### config.mk
export PLATFORM = sky130hd
export DESIGN_NAME = ebs_ram
export DESIGN_NICKNAME = d
export VERILOG_FILES = /design/src/hw/rtl/assert_macros.svh /design/src/hw/rtl/ebs_ram.sv
export SDC_FILE = /design/constraint.sdc
export NUM_CORES = 1
export LEC_CHECK = 0
export BUFFER_PORTS_ARGS = -buffer_cell sky130_fd_sc_hd__clkbuf_2
export CORE_MARGIN = 8
export CORE_UTILIZATION = 60
export DETAILED_ROUTE_END_ITERATION = 7
export PLACE_DENSITY_LB_ADDON = 0.05
export RECOVER_POWER = 25
export SLEW_MARGIN = 20
export SYNTH_ARGS = -nofsm -noshare
export SYNTH_HDL_FRONTEND = slang
export SYNTH_SLANG_ARGS = --single-unit
### constraint.sdc
create_clock -name clock -period 2.1 [get_ports clock]
set_input_delay 0.315 -clock clock [delete_from_list [all_inputs] [get_ports clock]]
set_output_delay 0.315 -clock clock [all_outputs]
set_load 0.02 [all_outputs]
### src/hw/rtl/assert_macros.svh
// Assertion macros shared by the RTL of the edit overlay sampler.
`ifndef ASSERT_MACROS_SVH
`define ASSERT_MACROS_SVH

// Antecedent implies consequent in the same cycle.
`define EBS_ASSERT_IMP(lbl, ante, cons, msg) \
   lbl: assert property (@(posedge clock) disable iff (reset) (ante) |-> (cons)) \
      else $error(msg);

// Antecedent implies consequent in the next cycle.
`define EBS_ASSERT_NEXT(lbl, ante, cons, msg) \
   lbl: assert property (@(posedge clock) disable iff (reset) (ante) |=> (cons)) \
      else $error(msg);

`endif

### src/hw/rtl/ebs_ram.sv
// Generic single-port synchronous RAM with registered read data.
module ebs_ram #(
   parameter int WIDTH = 8,
   parameter int DEPTH = 16
) (
   input  logic                     clock,
   input  logic                     we,
   input  logic [$clog2(DEPTH)-1:0] addr,
   input  logic [WIDTH-1:0]         wdata,
   output logic [WIDTH-1:0]         rdata
);

   logic [WIDTH-1:0] mem_ff [DEPTH];

   always_ff @(posedge clock) begin
      if (we) begin
         mem_ff[addr] <= wdata;
      end
      rdata <= mem_ff[addr];
   end

endmodule

=== After elaboration in Yosys (flattened, before gate mapping) ===
Memories as Yosys holds them, arrays and structs flattened. A register that Yosys moved wholly into a read port is not among the register bits.
Index checks and enable logic that the tools add are counted.

* Memory bits (writable): 128
* Output and inout bits: 8
* ROM bits: 0
* Latch bits: 0
* Memories: 1
* Flip-flop bits (word level): 0

* Add/sub/neg operators: 0
* Shifts and indexed selects: 0
* Div/mod/pow operators: 0
* Multiplexer cells: 2
* Magnitude comparators: 0
* Bitwise gates (word level): 0
* Equality and inequality tests: 0
* Reduce and logical (&&, ||, !) cells: 0
* Multipliers: 0

{| class="wikitable"
|+ Memory list
! memory !! depth !! width !! read ports !! clocked after memory_dff !! wr ports !! RTL line !! RTL
|-
| mem_ff || 16 || 8 || 1 || 1 || 1 || ebs_ram.sv:13 || <nowiki>logic [WIDTH-1:0] mem_ff [DEPTH];</nowiki>
|}

{| class="wikitable"
|+ Operators by type and width
! kind !! count
|-
| 1-bit 2-to-1 mux || 2
|}

=== Depth between registers and ports, before layout ===
Gate-level depths: netlist of run 1.

* Depth in word-level cells: 2
* Gate-level depth with buffers: 5
* Gate-level depth less buffers: 3

=== Worst setup path after synthesis of run 1 ===
No wires, ideal clock.

* Kind: input port to flip-flop
* From: in addr[2]
* To: mem mem_ff[0][0], enable pin
* Path buffers: 0
* Setup time: 0.383 ns
* Data arrival time: 1.425 ns
* Data required time: 1.717 ns
* Slack: 0.292 ns
* Stages on the path: 2
* Cells stage by stage: or3b_2 nor3_1

{| class="wikitable"
|+ RTL lines
! what !! RTL line !! RTL
|-
| start, declared || ebs_ram.sv:8 || <nowiki>input logic [$clog2(DEPTH)-1:0] addr,</nowiki>
|-
| end, declared || ebs_ram.sv:13 ||
|}

Straight into the memory's write port.

==> impl_metrics.json, run 1 <==
{
  "status": "completed",
  "switching_share": 0.1976,
  "p_per_area_nw_per_um2": 1079,
  "cts_buffer_depth": 2,
  "syn_area_per_cell_um2": 22.03,
  "syn_inst": 230,
  "reg2reg_to": "rdata[5]",
  "rrSetupSlack_ps": 690,
  "antenna_found_initial": 0,
  "critPathSlowestCell": "mux4_2",
  "vias": 2373,
  "p_clk_frac": 0.485,
  "synth.distinct_cells": 18,
  "synth_top_cells_by_count": "edfxtp_1, mux4_2, a22oi_1",
  "start_util": 0.6167,
  "r2r-start": "mem_ff[3][5]",
  "clock.fmax_ghz": 0.7071,
  "die_h_um": 107.9,
  "die-area_um2": 11640,
  "hold_violations": 0,
  "cts_hold_buf": 0,
  "cts_setup_buffers": 0,
  "worst_pin_slew_ps": 720.7,
  "num_rows": 33,
  "post-route-period-util": 0.6735,
  "syn_to_final_growth_pct": 19.04,
  "synth-edff-count": 128,
  "grt.overflow.total": 0,
  "crit_fanout": 1,
  "ys_ff_latch": 136,
  "detail-route-antenna-nets": 0,
  "port_buffers": 21,
  "p_sw_uw": 1286,
  "p_leak_uw": 0.002017,
  "ys.flop_type": "edfxtp_1",
  "io_pins": 22,
  "yosysWarnings": 0,
  "gp_congestion": 0.7714,
  "fin_util": 0.7341,
  "hold_end": "mem_ff[2][5]",
  "setup_viol": 0,
  "yosys-top-cells-area": "edfxtp_1, mux4_2, dfxtp_1",
  "synth_top_cell_area_share": 0.7585,
  "crit_type": "reg -> reg",
  "fin_skew_ps": 11.84,
  "wl_per_cell_um": 23.70,
  "clkLatencyLatePin_ps": 510,
  "grt_pass1_vias": 2554,
  "cp_cell_sequence": "mux4_2, a22oi_1, nand2_1",
  "critical_path.startpoint_type": "flop",
  "cts.clk_slew.worst_paths_ps": 60,
  "clkSinkCount": 136,
  "slew_violations": 0,
  "holdCritStartpoint": "wdata[5]",
  "seqPwrFrac": 0.469,
  "die_x_um": 107.9,
  "ctsResizeCount": 0,
  "drive_gt1_frac": 0.3310,
  "cts_made_buffers": 17,
  "slowest_delay_ps": 480,
  "min_path_type": "in -> reg",
  "synth_most_common_cell": "edfxtp_1",
  "p_int_uw": 5221,
  "place_hpwl_mm": 5.941,
  "holdPathStages": 1,
  "yosysSeqAreaShare": 0.7901,
  "ir_worst_vdd_v": 0.0006144,
  "yosys.area.top_type": "edfxtp_1",
  "async_flop_share": 0,
  "cts_max_level": 4,
  "crit_required_ps": 2480,
  "grt_start_max_net_pins": 40,
  "final_nets": 291,
  "cp-end-kind": "flop",
  "arrival_ps": 1800,
  "cap_violations": 0,
  "syn_nets": 244,
  "rsz0062_at_grt": "no",
  "fin_crit_ps": 1414,
  "final.setup.tns_ps": 0,
  "cts_tree": "done",
  "finalWirelength_mm": 9.362,
  "r2r_cells": 3,
  "mappedNetlistArea_um2": 5067,
  "grt_pass1_wl_mm": 14.61,
  "p_comb_frac": 0.045,
  "vias_per_cell": 6.008,
  "track_usage": 0.1747,
  "drt_iter0_drc": 147,
  "slew_headroom": 0.5196,
  "core_area_um2": 8217,
  "drcViolationCount": 0,
  "insertedDiodeCount": 0,
  "path_depth": 3,
  "cp_num_buf_inv": 0,
  "path_delay_family": "multiplexers",
  "dr.pass1.iters": 4,
  "cts-root-buf": "clkbuf_8"
}
## layout by cell type, fill, tap and decap left out, drive strengths merged
cell      count
nand2b        2
nand2         9
and2          1
nand3         1
inv           5
a22oi        16
dfxtp         8
nor2b         2
nor2         13
nand3b        2
mux4         32
or3b          1
clkinv        2
nor3          4
clkbuf       40
edfxtp      128
buf          18
clkinvlp      1
bufinv        5
## cell type report
| type | instances | area [µm²] |
|---|---|---|
| Sequential cell | 136 | 4004 |
| Multi-Input combinational cell | 83 | 1003 |
| Fill cell | 472 | 2185 |
| Tap cell | 105 | 131.4 |
| Clock buffer | 19 | 421.7 |
| Clock inverter | 13 | 214.0 |
| Timing Repair Buffer | 39 | 257.7 |
## cell families after synthesis
family                 after synthesis  share of synthesized area
AND/OR/NAND/NOR                     35                    0.03210
buffers and inverters               11                    0.01185
flip-flops                         136                     0.7901
AO/OA/AOI/OAI                       16                    0.02370
multiplexers                        32                     0.1422
## stage by stage
step,power [µW],instances,hold WS [ps],setup WS (ps),instance area [µm²]
6_report,6506,395,262.6,685.7,6032
5_1_grt,6678,395,280.6,646.9,6032
4_1_cts,6549,395,220.3,693.3,6040
3_5_place_dp,3410,363,675.0,256.4,5404
3_3_place_gp,3395,363,652.6,311.4,5404
2_1_floorplan,3283,230,413.9,292.0,5067
## per-layer routing
metal | GRT usage | share of wire | up-vias
met5 | 0 | 0 | -
met4 | 0.06541 | 0.013 | 0
met3 | 0.04431 | 0.034 | 12
met2 | 0.2820 | 0.51 | 53
met1 | 0.2249 | 0.44 | 1250
li1 | - | - | 1058
## registers in the layout, indices dropped and copies added (netlist names)
signal / count
mem_ff: 128
rdata: 8
## power groups by stage
stage          logic [µW]  registers, µW  clock network (µW)
4_1_cts               304           3050                3190
3_3_place_gp          290           3100                   0
6_report              296           3050                3160
3_5_place_dp          301           3110                   0
2_1_floorplan         156           3130                   0
5_1_grt               320           3060                3300
## how the worst max path moves through the flow
stage / startpoint / to / slack [ps]
after floorplan: addr[2] / mem_ff[0][0] / 290
after global placement: addr[0] / rdata[5] / 310
after detailed placement: addr[0] / rdata[5] / 260
after CTS: mem_ff[3][5] / rdata[5] / 690
after global routing: mem_ff[2][5] / rdata[5] / 650
final: mem_ff[3][5] / rdata[5] / 690
No activity file was read; power rests on OpenSTA's default activity.
==> run 2, diff against run 1 <==
Settings changed: CORE_UTILIZATION 60 to 54.
Clock period 2.1 ns to 1.3 ns, I/O delays scaled along.
==> run 2 against run 1 <==
  * Clock power rose by 48%
  * Clock skew fell by 5.6 ps
  * Register-to-register slack got worse by 690 ps
  * Power rose by 57%
  * Combinational power rose by 100%
  * Final area rose by 6.3%
  * The run now ends with setup timing left
  * Sequential cell count did not move
  * Highest routed layer unchanged
  * Fmax rose by 8.3%
  * Largest cell class unchanged
  * Non-clock buffer count rose by 17
==> impl_metrics.json, run 2 (synthesis gave the netlist of run 1 again) <==
{
  "cts_hold_buf": 0,
  "wl_per_cell_um": 23.05,
  "largest_reg_flops": 128,
  "critPathSlowestCell": "mux4_2",
  "cts.clk_slew.worst_paths_ps": 60,
  "dpl_cell_area_um2": 5778,
  "die_x_um": 112.9,
  "crit_required_ps": 1680,
  "fin_skew_ps": 6.268,
  "final_area_um2": 6410,
  "p_per_area_nw_per_um2": 1592,
  "cp_num_buf_inv": 0,
  "timing.final.ws_setup_ps": -5.337,
  "grt_pass1_vias": 2586,
  "rsz0062_at_grt": "yes",
  "clock.fmax_ghz": 0.7661,
  "violations": "setup timing",
  "finalWirelength_mm": 9.635,
  "ir_worst_vdd_v": 0.0009458,
  "grt_start_max_net_pins": 21,
  "fin_crit_ps": 1305,
  "port_buffers": 21,
  "start_util": 0.5537,
  "cp_cell_sequence": "mux4_2, a22oi_2, nand2_1",
  "dr.pass1.iters": 4,
  "drt_iter0_drc": 119,
  "crit_fanout": 1,
  "detail-route-antenna-nets": 0,
  "insertedDiodeCount": 0,
  "status": "complete, but fails checks",
  "cts_max_level": 4,
  "cts_setup_buffers": 0,
  "io_pins": 22,
  "worst_pin_slew_ps": 949.0,
  "top_register": "mem_ff",
  "path_delay_family": "multiplexers",
  "final.setup.tns_ps": -5.337,
  "clkLatencyLatePin_ps": 500,
  "cap_violations": 0,
  "num_rows": 35,
  "die-area_um2": 12740,
  "drive_gt1_frac": 0.4691,
  "reg_top3": "mem_ff (128), rdata (8)",
  "crit_type": "reg -> reg",
  "antenna_found_initial": 0,
  "arrival_ps": 1690,
  "vias": 2377,
  "grt.overflow.total": 0,
  "cts_made_buffers": 17,
  "core_area_um2": 9153,
  "setup_viol": 1,
  "post-route-period-util": 1.004,
  "critical_path.startpoint_type": "flop",
  "power.total_uw": 10210,
  "vias_per_cell": 5.687,
  "cts-root-buf": "clkbuf_8",
  "p_leak_uw": 0.002110,
  "cts_buffer_depth": 2,
  "gp_congestion": 0.7390,
  "slew_headroom": 0.3650,
  "layout_commonest_cell": "edfxtp_1",
  "min_path_type": "in -> reg",
  "cts_tree": "done",
  "cp-end-kind": "flop",
  "die_h_um": 112.9,
  "slowest_delay_ps": 510,
  "track_usage": 0.1637,
  "drcViolationCount": 0,
  "layout_common_cells": "edfxtp_1, mux4_2, buf_4",
  "clkSinkCount": 136,
  "slew_violations": 0,
  "final_nets": 308,
  "place_hpwl_mm": 6.341,
  "grt_pass1_wl_mm": 15.19,
  "syn_to_final_growth_pct": 26.49,
  "hold_violations": 0
}
[run 2: cell count changes in the layout (fill, tap and decap cells not counted), sizes merged]
cell	previous run	this run
clkbuf	40	38
clkinv	2	6
inv	5	2
bufinv	5	3
clkinvlp	1	4
buf	18	35
[run 2: worst register-to-register path: stages, from the launching register on]
cell	delay (ps)
edfxtp_1	370
mux4_2	510
a22oi_2	230
nand2_1	80
[run 2: layer usage]
layer | global-route usage | share of wire
met3 | 0.04207 | 0.058
met1 | 0.2209 | 0.44
met2 | 0.2574 | 0.50
met5 | 0 | 0
met4 | 0.05062 | 0.0064
[run 2: area by class of cell]
type / count / area [µm²]
Tap cell: 111 / 138.9
Clock inverter: 15 / 175.2
Clock buffer: 17 / 414.1
Multi-Input combinational cell: 83 / 1180
Sequential cell: 136 / 4004
Timing Repair Buffer: 56 / 498.0
Fill cell: 587 / 2743
[run 2: power breakdown]
part	switching [µW]	internal (µW)	leakage (µW)
clock	1750	2920	0.000280
combinational	336	263	0.000606
sequential	29.9	4900	0.00122
[run 2: path summary, 6_finish.rpt]
kind | startpoint | to | slack, ps | cells past startpoint
max | mem_ff[11][1] | rdata[1] | -5 | 3
max reg2reg | mem_ff[11][1] | rdata[1] | -5 | 3
min reg2reg | mem_ff[15][4] | rdata[4] | 680 | 3
min | wdata[7] | mem_ff[5][7] | 170 | 1
[run 2: per-stage QoR]
step           hold slack (ps)  std cells  worst slack (ps)    util
2_1_floorplan            293.9        230            -47.16       -
3_5_place_dp             615.1        386            -338.1  0.6313
6_report                 167.0        418            -5.337  0.7003
5_1_grt                  167.4        418            -51.89  0.7003
4_1_cts                  119.1        418             6.969  0.6973
3_3_place_gp             612.9        386            -356.6  0.6313
[run 2: repair_timing]
action | in CTS | in global routing
resized for setup | 3 | 7
pin swaps | 2 | 3
endpoints found under the setup margin | 3 | 8
==> run 3, diff against run 2 <==
Settings changed: CORE_UTILIZATION 54 to 60.
Clock period 1.3 ns to 1.4 ns, I/O delays scaled along.
==> run 3 against run 2 <==
  * The flow now finishes without violations
  * Worst setup slack improved by 83 ps
  * Sequential power fell by 6.9%
  * Critical path depth did not move
  * Sequential share of layout area rose by 1.3 points
  * Critical endpoint is now rdata[5]
  * Largest power group unchanged
==> impl_metrics.json, run 3 (synthesis gave the netlist of run 1 again) <==
{
  "status": "completed",
  "arrival_ps": 1720,
  "finalWirelength_mm": 9.851,
  "cp_cell_sequence": "mux4_2, a22oi_1, nand2_1",
  "insertedDiodeCount": 0,
  "min_path_type": "in -> reg",
  "drt_iter0_drc": 215,
  "ir_worst_vdd_v": 0.001057,
  "p_comb_frac": 0.053,
  "cts_buffer_depth": 2,
  "crit_fanout": 1,
  "clkLatencyLatePin_ps": 510,
  "p_per_area_nw_per_um2": 1497,
  "io_pins": 22,
  "pre_cts_ws_ps": -194.6,
  "power.total_uw": 9404,
  "switching_share": 0.2020,
  "hold_violations": 0,
  "fin_crit_ps": 1322,
  "num_rows": 33,
  "track_usage": 0.1878,
  "antenna_found_initial": 0,
  "placed_cells": 372,
  "seqPwrFrac": 0.488,
  "cp-end-kind": "flop",
  "die_h_um": 107.9,
  "crit_type": "reg -> reg",
  "vias": 2411,
  "layout_common_cells": "edfxtp_1, mux4_2, a22oi_1, clkbuf_16, clkbuf_2",
  "slew_headroom": 0.5018,
  "worst_pin_slew_ps": 745.7,
  "port_buffers": 21,
  "top_register": "mem_ff",
  "gp_congestion": 0.8092,
  "p_clk_frac": 0.459,
  "start_util": 0.6167,
  "reg_top3": "mem_ff (128), rdata (8)",
  "fin_skew_ps": 6.256,
  "p_leak_uw": 0.002078,
  "layout_commonest_cell": "edfxtp_1",
  "grt_start_max_net_pins": 19,
  "wl_per_cell_um": 24.38,
  "rsz0062_at_grt": "no",
  "cts_made_buffers": 17,
  "dr.pass1.iters": 4,
  "clkSinkCount": 136,
  "grt_pass1_wl_mm": 15.49,
  "drive_gt1_frac": 0.4080,
  "cts_max_level": 4,
  "p_sw_uw": 1899,
  "fillers": 436,
  "final.setup.tns_ps": 0,
  "slew_violations": 0,
  "ctsResizeCount": 0,
  "cts_tree": "done",
  "die-area_um2": 11640,
  "critical_path.startpoint_type": "flop",
  "die_x_um": 107.9,
  "cts_hold_buf": 0,
  "fin_cells": 404,
  "setup_viol": 0,
  "cts_setup_buffers": 0,
  "syn_to_final_growth_pct": 24.00,
  "grt_pass1_vias": 2690,
  "vias_per_cell": 5.968,
  "detail-route-antenna-nets": 0,
  "core_area_um2": 8217,
  "timing.final.ws_setup_ps": 78.12,
  "largest_reg_flops": 128,
  "crit_required_ps": 1800,
  "post-route-period-util": 0.9442,
  "fin_util": 0.7647,
  "final_nets": 300,
  "cap_violations": 0,
  "slowest_delay_ps": 470,
  "cts.clk_slew.worst_paths_ps": 60,
  "clock.fmax_ghz": 0.7565,
  "drcViolationCount": 0,
  "grt.overflow.total": 0,
  "critPathSlowestCell": "mux4_2",
  "cts-root-buf": "clkbuf_8",
  "place_hpwl_mm": 6.436,
  "p_int_uw": 7505
}
## run 3: cell types whose count changed in the layout (fill, tap and decap cells not counted), moves of 3 or more
cell,change
nor2_4,-9
nor2_2,+9
clkbuf_8,+4
buf_12,+4
a22oi_2,-10
a22oi_1,+10
clkinv_2,-3
buf_4,-12
## run 3: final cells by class
cell class / count / area [µm²] / area share
clock buffer: 23 / 476.7 / 0.07587
timing repair buffer: 48 / 489.2 / 0.07786
sequential: 136 / 4004 / 0.6372
clock inverter: 9 / 113.9 / 0.01812
multi-input combinational: 83 / 1069 / 0.1701
tap: 105 / 131.4 / 0.02091
## run 3: through the flow
stage                     instance area, µm²  hold slack (ps)
after floorplan                         5135            308.9
after global placement                  5699            601.0
after detailed placement                5699            632.5
after CTS                               6290            104.8
after global routing                    6284            170.0
final                                   6284            160.7
## run 3: final timing paths
| kind | from | endpoint | slack (ps) | depth (start not counted) |
|---|---|---|---|---|
| max | mem_ff[2][5] | rdata[5] | 80 | 3 |
| min | wdata[5] | mem_ff[7][5] | 160 | 1 |
| max reg2reg | mem_ff[2][5] | rdata[5] | 80 | 3 |
| min reg2reg | mem_ff[15][3] | rdata[3] | 680 | 3 |
## run 3: layer usage
metal | track usage | vias up | share of wire
met5 | 0 | - | 0
met4 | 0.1011 | 0 | 0.024
met3 | 0.04910 | 17 | 0.053
met2 | 0.2912 | 81 | 0.51
met1 | 0.2396 | 1236 | 0.41
li1 | - | 1077 | -
## run 3: power groups by stage
stage | logic, µW | clock network, µW | registers [µW]
5_1_grt | 539 | 4530 | 4590
6_report | 502 | 4320 | 4590
4_1_cts | 510 | 4360 | 4590
3_3_place_gp | 489 | 0 | 4660
3_5_place_dp | 506 | 0 | 4670
2_1_floorplan | 248 | 0 | 4690
## run 3: critical path, delay by kind of cell (launching register included)
kind             cells  cell delay, ps
flip-flops           1             380
AND/OR/NAND/NOR      1              90
AO/OA/AOI/OAI        1             270
multiplexers         1             470
